## src/design/ibmd_pkg.sv

```systemverilog
`default_nettype none
// ----------------------------------------------------------------------------
// ibmd_pkg
// Shared types and constants of the inode block map decomposer: result
// codes, register indexes, reset values and the job and config records.
// ----------------------------------------------------------------------------
package ibmd_pkg;

    // result kind codes
    localparam logic [1:0] KIND_SLOT  = 2'd0;
    localparam logic [1:0] KIND_INDEX = 2'd1;
    localparam logic [1:0] KIND_RANGE = 2'd2;

    // register indexes, byte address bits [3:2]
    localparam logic [1:0] REG_DIRECT_COUNT = 2'd0;
    localparam logic [1:0] REG_ENTRIES      = 2'd1;
    localparam logic [1:0] REG_LEVEL_COUNT  = 2'd2;

    // register reset values and the spans that follow from them
    localparam logic [4:0]  DIRECT_COUNT_RESET = 5'd7;
    localparam logic [14:0] ENTRIES_RESET      = 15'd1024;
    localparam logic [1:0]  LEVEL_COUNT_RESET  = 2'd2;
    localparam logic [29:0] SPAN2_RESET        = 30'd1048576;
    localparam logic [44:0] SPAN3_RESET        = 45'd1073741824;

    // widths
    localparam int unsigned QUO_W  = 15;
    localparam int unsigned SPAN_W = 45;

    // classification handed from front to back
    typedef enum logic [1:0] {
        JOB_DIRECT,
        JOB_TREE,
        JOB_RANGE
    } job_kind_t;

    typedef struct packed {
        job_kind_t   jk;
        logic [1:0]  lv;
        logic [31:0] off;
    } job_t;

    // live configuration and precomputed tree spans
    typedef struct packed {
        logic [4:0]  direct_count;
        logic [14:0] entries;
        logic [1:0]  lim;
        logic [14:0] span1;
        logic [29:0] span2;
        logic [44:0] span3;
    } cfg_t;

endpackage
`default_nettype wire

```

## src/design/inode_block_map_decomposer_unit.sv

```systemverilog
`default_nettype none
// ----------------------------------------------------------------------------
// inode_block_map_decomposer_unit
// Locates a file block in an inode's block map: direct slot, or indirect
// tree slot followed by one index per level, most significant first, or out of range.
// ----------------------------------------------------------------------------
//  channel   signals                          transaction
//  request   req_valid / req_ready            block_num
//  result    res_valid / res_ready            kind, value, depth, last
//  config    psel penable pwrite paddr ...    32-bit register write / read
//
//  front: classifies a block as direct, in one of the trees, or out of
//  range; back: emits the slot, then the level one index taken straight
//  from the offset, and each higher level index by a 15-step restoring
//  divide. Reset clears all control state; after an entries write the
//  spans follow through span2_reg and then span3_reg. A two-entry queue
//  lets the front take the next block while the back works or the result
//  stalls.
// ----------------------------------------------------------------------------
module inode_block_map_decomposer_unit #(
    parameter int MAX_LEVELS = 3
) (
    input  wire logic        clk,
    input  wire logic        rst_n,
    input  wire logic        psel,
    input  wire logic        penable,
    input  wire logic        pwrite,
    input  wire logic [3:0]  paddr,
    input  wire logic [31:0] pwdata,
    output logic [31:0]      prdata,
    output logic             pready,
    input  wire logic        req_valid,
    output logic             req_ready,
    input  wire logic [31:0] block_num,
    output logic             res_valid,
    input  wire logic        res_ready,
    output logic [1:0]       kind,
    output logic [31:0]      value,
    output logic [1:0]       depth,
    output logic             last
);
    import ibmd_pkg::*;

    cfg_t cfg;
    job_t push_job;
    job_t pop_job;
    logic push;
    logic pop;
    logic full;
    logic empty;

    assign pready = 1'b1;

    // configuration registers
    ibmd_cfg #(
        .MAX_LEVELS (MAX_LEVELS)
    ) u_cfg (
        .clk     (clk),
        .rst_n   (rst_n),
        .psel    (psel),
        .penable (penable),
        .pwrite  (pwrite),
        .paddr   (paddr),
        .pwdata  (pwdata),
        .prdata  (prdata),
        .cfg     (cfg)
    );

    // classification
    ibmd_front u_front (
        .clk        (clk),
        .rst_n      (rst_n),
        .req_valid  (req_valid),
        .req_ready  (req_ready),
        .block_num  (block_num),
        .cfg        (cfg),
        .push       (push),
        .job        (push_job),
        .full       (full)
    );

    // job queue
    ibmd_fifo u_fifo (
        .clk   (clk),
        .rst_n (rst_n),
        .push  (push),
        .wdata (push_job),
        .full  (full),
        .pop   (pop),
        .rdata (pop_job),
        .empty (empty)
    );

    // result generation
    ibmd_back u_back (
        .clk       (clk),
        .rst_n     (rst_n),
        .cfg       (cfg),
        .job       (pop_job),
        .empty     (empty),
        .pop       (pop),
        .res_valid (res_valid),
        .res_ready (res_ready),
        .kind      (kind),
        .value     (value),
        .depth     (depth),
        .last      (last)
    );

endmodule
`default_nettype wire

```

## src/design/ibmd_cfg.sv

```systemverilog
`default_nettype none
// ----------------------------------------------------------------------------
// ibmd_cfg
// Configuration registers behind the APB-style port, plus the registered
// tree spans entries^2 and entries^3 derived from them.
// ----------------------------------------------------------------------------
module ibmd_cfg #(
    parameter int MAX_LEVELS = 3
) (
    input  wire logic          clk,
    input  wire logic          rst_n,
    input  wire logic          psel,
    input  wire logic          penable,
    input  wire logic          pwrite,
    input  wire logic [3:0]    paddr,
    input  wire logic [31:0]   pwdata,
    output logic [31:0]        prdata,
    output ibmd_pkg::cfg_t     cfg
);
    import ibmd_pkg::*;

    logic [4:0]  direct_count_reg, direct_count_next;
    logic [14:0] entries_reg, entries_next;
    logic [1:0]  level_count_reg, level_count_next;
    logic [29:0] span2_reg, span2_next;
    logic [44:0] span3_reg, span3_next;
    logic        wr_en;

    assign wr_en = psel && penable && pwrite;

    // register writes, unknown indexes ignored
    always_comb
    begin
        direct_count_next = direct_count_reg;
        entries_next      = entries_reg;
        level_count_next  = level_count_reg;
        if (wr_en)
        begin
            case (paddr[3:2])
                REG_DIRECT_COUNT: direct_count_next = pwdata[4:0];
                REG_ENTRIES:      entries_next      = pwdata[14:0];
                REG_LEVEL_COUNT:  level_count_next  = pwdata[1:0];
                default:          ;
            endcase
        end
    end

    // span chain, one multiply per stage
    always_comb
    begin
        span2_next = 30'(entries_reg) * 30'(entries_reg);
        span3_next = 45'(span2_reg) * 45'(entries_reg);
    end

    always_ff @(posedge clk or negedge rst_n)
    begin
        if (!rst_n)
        begin
            direct_count_reg <= DIRECT_COUNT_RESET;
            entries_reg      <= ENTRIES_RESET;
            level_count_reg  <= LEVEL_COUNT_RESET;
            span2_reg        <= SPAN2_RESET;
            span3_reg        <= SPAN3_RESET;
        end
        else
        begin
            direct_count_reg <= direct_count_next;
            entries_reg      <= entries_next;
            level_count_reg  <= level_count_next;
            span2_reg        <= span2_next;
            span3_reg        <= span3_next;
        end
    end

    // read back
    always_comb
    begin
        case (paddr[3:2])
            REG_DIRECT_COUNT: prdata = {27'd0, direct_count_reg};
            REG_ENTRIES:      prdata = {17'd0, entries_reg};
            REG_LEVEL_COUNT:  prdata = {30'd0, level_count_reg};
            default:          prdata = 32'd0;
        endcase
    end

    // live view, tree count limited by the build
    always_comb
    begin
        cfg.direct_count = direct_count_reg;
        cfg.entries      = entries_reg;
        cfg.lim          = (int'(level_count_reg) < MAX_LEVELS) ? level_count_reg
                                                                : 2'(MAX_LEVELS);
        cfg.span1        = entries_reg;
        cfg.span2        = span2_reg;
        cfg.span3        = span3_reg;
    end

endmodule
`default_nettype wire

```

## src/design/ibmd_front.sv

```systemverilog
`default_nettype none
// ----------------------------------------------------------------------------
// ibmd_front
// Accepts a file block and classifies it: direct slot, one of the indirect
// trees with its offset inside that tree, or out of range.
// ----------------------------------------------------------------------------
module ibmd_front (
    input  wire logic          clk,
    input  wire logic          rst_n,
    input  wire logic          req_valid,
    output logic               req_ready,
    input  wire logic [31:0]   block_num,
    input  wire ibmd_pkg::cfg_t cfg,
    output logic               push,
    output ibmd_pkg::job_t     job,
    input  wire logic          full
);
    import ibmd_pkg::*;

    typedef enum logic [1:0] {
        F_IDLE,
        F_CLASS,
        F_WALK,
        F_PUSH
    } fstate_t;

    fstate_t     state_reg, state_next;
    logic [31:0] off_reg, off_next;
    logic [2:0]  lv_reg, lv_next;
    job_t        job_reg, job_next;
    logic [SPAN_W-1:0] span;

    assign req_ready = (state_reg == F_IDLE);
    assign push      = (state_reg == F_PUSH) && !full;
    assign job       = job_reg;

    // span of the tree under test
    always_comb
    begin
        case (lv_reg)
            3'd1:    span = SPAN_W'(cfg.span1);
            3'd2:    span = SPAN_W'(cfg.span2);
            3'd3:    span = cfg.span3;
            default: span = '0;
        endcase
    end

    // classification walk, one tree a cycle
    always_comb
    begin
        state_next = state_reg;
        off_next   = off_reg;
        lv_next    = lv_reg;
        job_next   = job_reg;
        case (state_reg)
            F_IDLE:
            begin
                if (req_valid)
                begin
                    off_next   = block_num;
                    state_next = F_CLASS;
                end
            end
            F_CLASS:
            begin
                if (off_reg < 32'(cfg.direct_count))
                begin
                    job_next   = '{jk: JOB_DIRECT, lv: 2'd0, off: off_reg};
                    state_next = F_PUSH;
                end
                else
                begin
                    off_next   = off_reg - 32'(cfg.direct_count);
                    lv_next    = 3'd1;
                    state_next = F_WALK;
                end
            end
            F_WALK:
            begin
                if (lv_reg > {1'b0, cfg.lim})
                begin
                    job_next   = '{jk: JOB_RANGE, lv: 2'd0, off: 32'd0};
                    state_next = F_PUSH;
                end
                else if (SPAN_W'(off_reg) < span)
                begin
                    job_next   = '{jk: JOB_TREE, lv: lv_reg[1:0], off: off_reg};
                    state_next = F_PUSH;
                end
                else
                begin
                    off_next = off_reg - span[31:0];
                    lv_next  = lv_reg + 3'd1;
                end
            end
            F_PUSH:
            begin
                if (!full)
                begin
                    state_next = F_IDLE;
                end
            end
            default: state_next = F_IDLE;
        endcase
    end

    always_ff @(posedge clk or negedge rst_n)
    begin
        if (!rst_n)
        begin
            state_reg <= F_IDLE;
            off_reg   <= '0;
            lv_reg    <= '0;
            job_reg   <= '{jk: JOB_DIRECT, lv: 2'd0, off: 32'd0};
        end
        else
        begin
            state_reg <= state_next;
            off_reg   <= off_next;
            lv_reg    <= lv_next;
            job_reg   <= job_next;
        end
    end

endmodule
`default_nettype wire

```

## src/design/ibmd_fifo.sv

```systemverilog
`default_nettype none
// ----------------------------------------------------------------------------
// ibmd_fifo
// Two-entry job queue between the front and back parts.
// ----------------------------------------------------------------------------
module ibmd_fifo (
    input  wire logic           clk,
    input  wire logic           rst_n,
    input  wire logic           push,
    input  wire ibmd_pkg::job_t wdata,
    output logic                full,
    input  wire logic           pop,
    output ibmd_pkg::job_t      rdata,
    output logic                empty
);
    import ibmd_pkg::*;

    job_t       mem_reg [2];
    logic       wr_ptr_reg, wr_ptr_next;
    logic       rd_ptr_reg, rd_ptr_next;
    logic [1:0] count_reg, count_next;

    assign full  = (count_reg == 2'd2);
    assign empty = (count_reg == 2'd0);
    assign rdata = mem_reg[rd_ptr_reg];

    // pointers and fill level
    always_comb
    begin
        wr_ptr_next = wr_ptr_reg ^ push;
        rd_ptr_next = rd_ptr_reg ^ pop;
        count_next  = count_reg + 2'(push) - 2'(pop);
    end

    always_ff @(posedge clk or negedge rst_n)
    begin
        if (!rst_n)
        begin
            wr_ptr_reg <= 1'b0;
            rd_ptr_reg <= 1'b0;
            count_reg  <= 2'd0;
        end
        else
        begin
            wr_ptr_reg <= wr_ptr_next;
            rd_ptr_reg <= rd_ptr_next;
            count_reg  <= count_next;
        end
    end

    // entry storage
    always_ff @(posedge clk)
    begin
        if (push)
        begin
            mem_reg[wr_ptr_reg] <= wdata;
        end
    end

endmodule
`default_nettype wire

```

## src/design/ibmd_back.sv

```systemverilog
`default_nettype none
// ----------------------------------------------------------------------------
// ibmd_back
// Turns a job into its slot or range result, then one index per tree level,
// above level one by a one-bit-a-cycle restoring divide by the entry span.
// ----------------------------------------------------------------------------
module ibmd_back (
    input  wire logic           clk,
    input  wire logic           rst_n,
    input  wire ibmd_pkg::cfg_t cfg,
    input  wire ibmd_pkg::job_t job,
    input  wire logic           empty,
    output logic                pop,
    output logic                res_valid,
    input  wire logic           res_ready,
    output logic [1:0]          kind,
    output logic [31:0]         value,
    output logic [1:0]          depth,
    output logic                last
);
    import ibmd_pkg::*;

    typedef enum logic [1:0] {
        B_IDLE,
        B_SETUP,
        B_DIV,
        B_EMIT
    } bstate_t;

    bstate_t           state_reg, state_next;
    logic [31:0]       off_reg, off_next;
    logic [1:0]        level_reg, level_next;
    logic [SPAN_W-1:0] dsh_reg, dsh_next;
    logic [QUO_W-1:0]  quo_reg, quo_next;
    logic [3:0]        cnt_reg, cnt_next;
    logic              res_valid_reg, res_valid_next;
    logic [1:0]        kind_reg, kind_next;
    logic [31:0]       value_reg, value_next;
    logic [1:0]        depth_reg, depth_next;
    logic              last_reg, last_next;
    logic              out_free;
    logic [29:0]       divisor;
    logic              q_bit;

    assign out_free  = !res_valid_reg || res_ready;
    assign res_valid = res_valid_reg;
    assign kind      = kind_reg;
    assign value     = value_reg;
    assign depth     = depth_reg;
    assign last      = last_reg;

    // span of one entry at the current level (two or three)
    assign divisor = (level_reg == 2'd2) ? 30'(cfg.entries) : cfg.span2;
    assign q_bit   = (SPAN_W'(off_reg) >= dsh_reg);

    always_comb
    begin
        state_next     = state_reg;
        off_next       = off_reg;
        level_next     = level_reg;
        dsh_next       = dsh_reg;
        quo_next       = quo_reg;
        cnt_next       = cnt_reg;
        res_valid_next = res_valid_reg && !res_ready;
        kind_next      = kind_reg;
        value_next     = value_reg;
        depth_next     = depth_reg;
        last_next      = last_reg;
        pop            = 1'b0;
        case (state_reg)
            // first transaction of a job: slot or out of range
            B_IDLE:
            begin
                if (!empty && out_free)
                begin
                    pop            = 1'b1;
                    res_valid_next = 1'b1;
                    case (job.jk)
                        JOB_DIRECT:
                        begin
                            kind_next  = KIND_SLOT;
                            value_next = job.off;
                            depth_next = 2'd0;
                            last_next  = 1'b1;
                        end
                        JOB_TREE:
                        begin
                            kind_next  = KIND_SLOT;
                            value_next = 32'(cfg.direct_count) + 32'(job.lv) - 32'd1;
                            depth_next = job.lv;
                            last_next  = 1'b0;
                            off_next   = job.off;
                            level_next = job.lv;
                            state_next = B_SETUP;
                        end
                        default:
                        begin
                            kind_next  = KIND_RANGE;
                            value_next = 32'd0;
                            depth_next = 2'd0;
                            last_next  = 1'b1;
                        end
                    endcase
                end
            end
            // load divisor, level one needs no divide
            B_SETUP:
            begin
                if (level_reg == 2'd1)
                begin
                    quo_next   = off_reg[QUO_W-1:0];
                    state_next = B_EMIT;
                end
                else
                begin
                    dsh_next   = {1'b0, divisor, 14'd0};
                    quo_next   = '0;
                    cnt_next   = 4'(QUO_W - 1);
                    state_next = B_DIV;
                end
            end
            // restoring divide step
            B_DIV:
            begin
                if (q_bit)
                begin
                    off_next = off_reg - dsh_reg[31:0];
                end
                quo_next = {quo_reg[QUO_W-2:0], q_bit};
                dsh_next = dsh_reg >> 1;
                cnt_next = cnt_reg - 4'd1;
                if (cnt_reg == 4'd0)
                begin
                    state_next = B_EMIT;
                end
            end
            // index transaction, remainder carries down
            B_EMIT:
            begin
                if (out_free)
                begin
                    res_valid_next = 1'b1;
                    kind_next      = KIND_INDEX;
                    value_next     = 32'(quo_reg);
                    depth_next     = level_reg;
                    last_next      = (level_reg == 2'd1);
                    if (level_reg == 2'd1)
                    begin
                        state_next = B_IDLE;
                    end
                    else
                    begin
                        level_next = level_reg - 2'd1;
                        state_next = B_SETUP;
                    end
                end
            end
            default: state_next = B_IDLE;
        endcase
    end

    always_ff @(posedge clk or negedge rst_n)
    begin
        if (!rst_n)
        begin
            state_reg     <= B_IDLE;
            off_reg       <= '0;
            level_reg     <= '0;
            dsh_reg       <= '0;
            quo_reg       <= '0;
            cnt_reg       <= '0;
            res_valid_reg <= 1'b0;
            kind_reg      <= KIND_SLOT;
            value_reg     <= '0;
            depth_reg     <= '0;
            last_reg      <= 1'b0;
        end
        else
        begin
            state_reg     <= state_next;
            off_reg       <= off_next;
            level_reg     <= level_next;
            dsh_reg       <= dsh_next;
            quo_reg       <= quo_next;
            cnt_reg       <= cnt_next;
            res_valid_reg <= res_valid_next;
            kind_reg      <= kind_next;
            value_reg     <= value_next;
            depth_reg     <= depth_next;
            last_reg      <= last_next;
        end
    end

endmodule
`default_nettype wire
```

## config.mk

```make
export PLATFORM = sky130hd
export DESIGN_NAME = inode_block_map_decomposer_unit
export DESIGN_NICKNAME = d
export VERILOG_FILES = /design/src/design/ibmd_pkg.sv /design/src/design/inode_block_map_decomposer_unit.sv /design/src/design/ibmd_cfg.sv /design/src/design/ibmd_front.sv /design/src/design/ibmd_fifo.sv /design/src/design/ibmd_back.sv
export SDC_FILE = /design/constraint.sdc
export NUM_CORES = 2
export LEC_CHECK = 0
export BUFFER_PORTS_ARGS = -buffer_cell sky130_fd_sc_hd__buf_4
export CAP_MARGIN = 0
export CORE_ASPECT_RATIO = 1.25
export CORE_MARGIN = 2
export CORE_UTILIZATION = 55
export DETAILED_ROUTE_END_ITERATION = 12
export GPL_ROUTABILITY_DRIVEN = 0
export HOLD_SLACK_MARGIN = 0.03
export PLACE_DENSITY = 0.72
export SYNTH_ARGS = -nofsm -noshare
export SYNTH_HDL_FRONTEND = slang
export SYNTH_SLANG_ARGS = --single-unit
```

## constraint.sdc

```tcl
create_clock -name clk -period 10.25 [get_ports clk]
set_input_delay 1.025 -clock clk [delete_from_list [all_inputs] [get_ports clk]]
set_output_delay 1.025 -clock clk [all_outputs]
set_load 0.02 [all_outputs]
```

==> qor.yml <==
run_status:
  status: "completed"
worst_setup_path:
  crit_type: "reg2reg"
  critPathMostFrequentCell: "fa_1"
  crit_path_start_kind: "flip-flop"
  cpPeakStageDelay_ns: 0.91
  required_ns: 10.78
  critPathSlowestCell: "dfrtp_1"
  crit_path_end_kind: "flip-flop"
  path_max_fanout: 28
  crit_arrival_ns: 8.54
  crit_chain: "buf_4, nand2_1, fa_1, inv_1, fa_1, fa_1, fa_1, fa_1, inv_1, fa_1, inv_1, ha_1, nand2_1, o21ai_0, a21oi_1, and3_1, a21oi_1, a21oi_1, o21ai_0, mux2i_1, and3_1"
floorplanning:
  fp.dieH_um: 309.1
  num_rows: 111
  initial_core_util_pct: 55.73
  die_area_um2: 76660
  core_area_um2: 73470
  ioPinCount: 147
  dieWidth_um: 248.1
synth:
  synthCells: 4377
  synth_area_um2: 40950
  muxShareOfSynthArea_pct: 2.891
  syn_area_per_cell_um2: 9.355
  synth_xor_area_share_pct: 3.144
  synthFlopType: "dfrtp_1"
  synth_edf_count: 72
  synth_top_family_by_area: "adder cells"
  yosys.area_share.simple_pct: 15.04
  synthDistinctLibCells: 89
  synth_seq_cells: 382
  synth_compound_area_share_pct: 12.85
  synth_adder_area_share_pct: 33.28
  async_reset_ff_share_pct: 81.15
  ys_seq_area_share_pct: 24.25
  ys_warn_count: 0
drt:
  ant_nets: 0
  vias: 31310
  drt_pass1_iterations: 10
  drcViolationCount: 0
  vias_per_cell: 5.849
  wl_um: 107100
  post_drt_wl_per_cell_um: 20.01
  drtIter0Drc: 2052
job:
  maxCapViolCount: 0
timing:
  slew_headroom_pct: 18.41
  finalCritPeriodShare_pct: 78.22
  rsz0062_at_grt: "false"
  tightest_slew_ns: 1.221
  hold_ws_ns: 0.4602
  layout_min_cycle_time_ns: 8.018
  finClkSkew_ns: 0.03387
  finalMaxSlewViolations: 0
  finalWorstSetupSlack_ns: 2.232
  finalSetupViolCount: 0
  fin_setup_tns_ns: 0
  final-hold-violation-count: 0
  fmax_mhz: 124.7
place:
  place_ws_ns: 2.391
  dp_hpwl_um: 80320
  numPortBuffers: 109
grt:
  grt_pass1_vias: 31830
  grt_util_all_layers_pct: 28.63
  antenna_found_initial: 3
  grt_pass1_wl_um: 170800
  grt_overflow: 0
  grt_max_degree: 132
worst_hold_path:
  hp-class: "reg2reg"
final_layout:
  seqCellArea_um2: 9931
  largest_register_ffs: 72
  layout-drive-gt1-share_pct: 7.013
  nets: 5224
  fill_cells: 6361
  multi_input_area_um2: 27660
  area_delta_synth_final_pct: 7.394
  utilization_pct: 59.86
clock_network:
  clkTransAtPathRegs_ns: 0.06
  cts_sinks: 382
  cts_tree: "yes"
  ctsHtreeMaxLevel: 2
  cts_resized: 0
  worstSkewPairLatency_ns: 0.60
  cts_buffer_depth: 3
  cts_buffers: 43
  clock-root-buffer: "clkbuf_16"
  cts_setup_buffers: 0
  cts_hold_buf: 0
-- logic make-up (layout without fill, tap and decap cells) --
kind of cell	count (synthesis)	after routing
buf+inv	894	886
fa+ha+maj	792	792
mux	113	113
simple gates	1247	1247
compound gates	800	800
xor+xnor	147	147
flops	382	382
other cells	2	26
-- worst max-delay path: cells and delay by family, from the launching register on --
| kind | cells | cell delay, ns |
|---|---|---|
| muxes | 1 | 0.24 |
| adders and majority gates | 7 | 3.53 |
| AOI/OAI and AO/OA | 5 | 2.04 |
| and+or+nand+nor | 4 | 0.60 |
| DFF | 1 | 0.91 |
| buffers and inverters | 4 | 0.63 |
-- placed cells by master (no fill, tap or decap), types with 39 or more instances in the layout --
cell type | Yosys | routed
nand3_1 | 56 | 56
mux2_2 | 39 | 39
mux2i_1 | 71 | 71
nor2_1 | 180 | 179
xor2_1 | 58 | 58
edfxtp_1 | 72 | 72
dfrtp_1 | 303 | 301
ha_1 | 297 | 296
inv_1 | 650 | 650
buf_4 | 19 | 153
clkbuf_16 | 0 | 44
fa_1 | 495 | 495
a21o_1 | 56 | 56
a21oi_1 | 175 | 174
xnor2_1 | 89 | 89
a22o_1 | 57 | 57
and2_1 | 326 | 325
nand2_1 | 472 | 472
o21ai_0 | 208 | 208
-- through the flow --
step                      cells  cell area (µm²)
after floorplan            4400            41030
after global placement     5272            42420
after detailed placement   5272            42420
after CTS                  5352            43970
after global routing       5352            43970
final                      5353            43980
-- worst paths after layout --
check,from,to,slack [ns],cells past startpoint
worst max-delay path,u_cfg.entries_reg[11],u_cfg.span3_reg[44],2.23,21
worst min-delay path,u_front.job[0],u_fifo.mem_reg[1][0],0.46,0
max in group asynchronous,rst_n,u_back.off_reg[14],8.22,2
worst max register to register,u_cfg.entries_reg[11],u_cfg.span3_reg[44],2.23,21
worst min register to register,u_front.job[0],u_fifo.mem_reg[1][0],0.46,0
min in group asynchronous,rst_n,u_front.off_reg[30],0.48,1
-- cell usage after synthesis, drive strengths merged, types with 33 or more instances --
cell type | instances | share of area, %
and2 | 326 | 5.0
inv | 650 | 6.0
fa | 495 | 24
nand2 | 474 | 4.4
edfxtp | 72 | 5.3
a22o | 57 | 1.2
a21oi | 177 | 2.2
buf | 48 | 0.77
mux2 | 42 | 1.2
a21o | 57 | 1.1
ha | 297 | 9.1
nor3 | 39 | 0.52
o21ai | 217 | 2.7
nand3 | 56 | 0.68
dfrtp | 303 | 19
nor2 | 180 | 1.7
clkbuf | 195 | 1.8
xor2 | 58 | 1.2
o31ai | 33 | 0.62
xnor2 | 89 | 1.9
mux2i | 71 | 1.7
-- cell type report --
class | instances | area share (%)
multi-input combinational | 3124 | 62.90
sequential | 382 | 22.58
inverter | 651 | 5.557
clock buffer | 58 | 2.783
tap | 960 | 2.731
timing repair buffer | 155 | 2.692
clock inverter | 22 | 0.7454
antenna | 1 | 0.005690
-- layer usage --
layer  up-vias  track usage, %  wire length [µm]
met5         -               0                13
met2      1058           49.35             52960
met1     15700           35.45             41800
met4         2           13.67              5581
met3       273           3.826              6770
li1      14270               -                 -
Power is not shown: default switching activity piles up to over one toggle a cycle in this logic, so the estimate is an artifact.
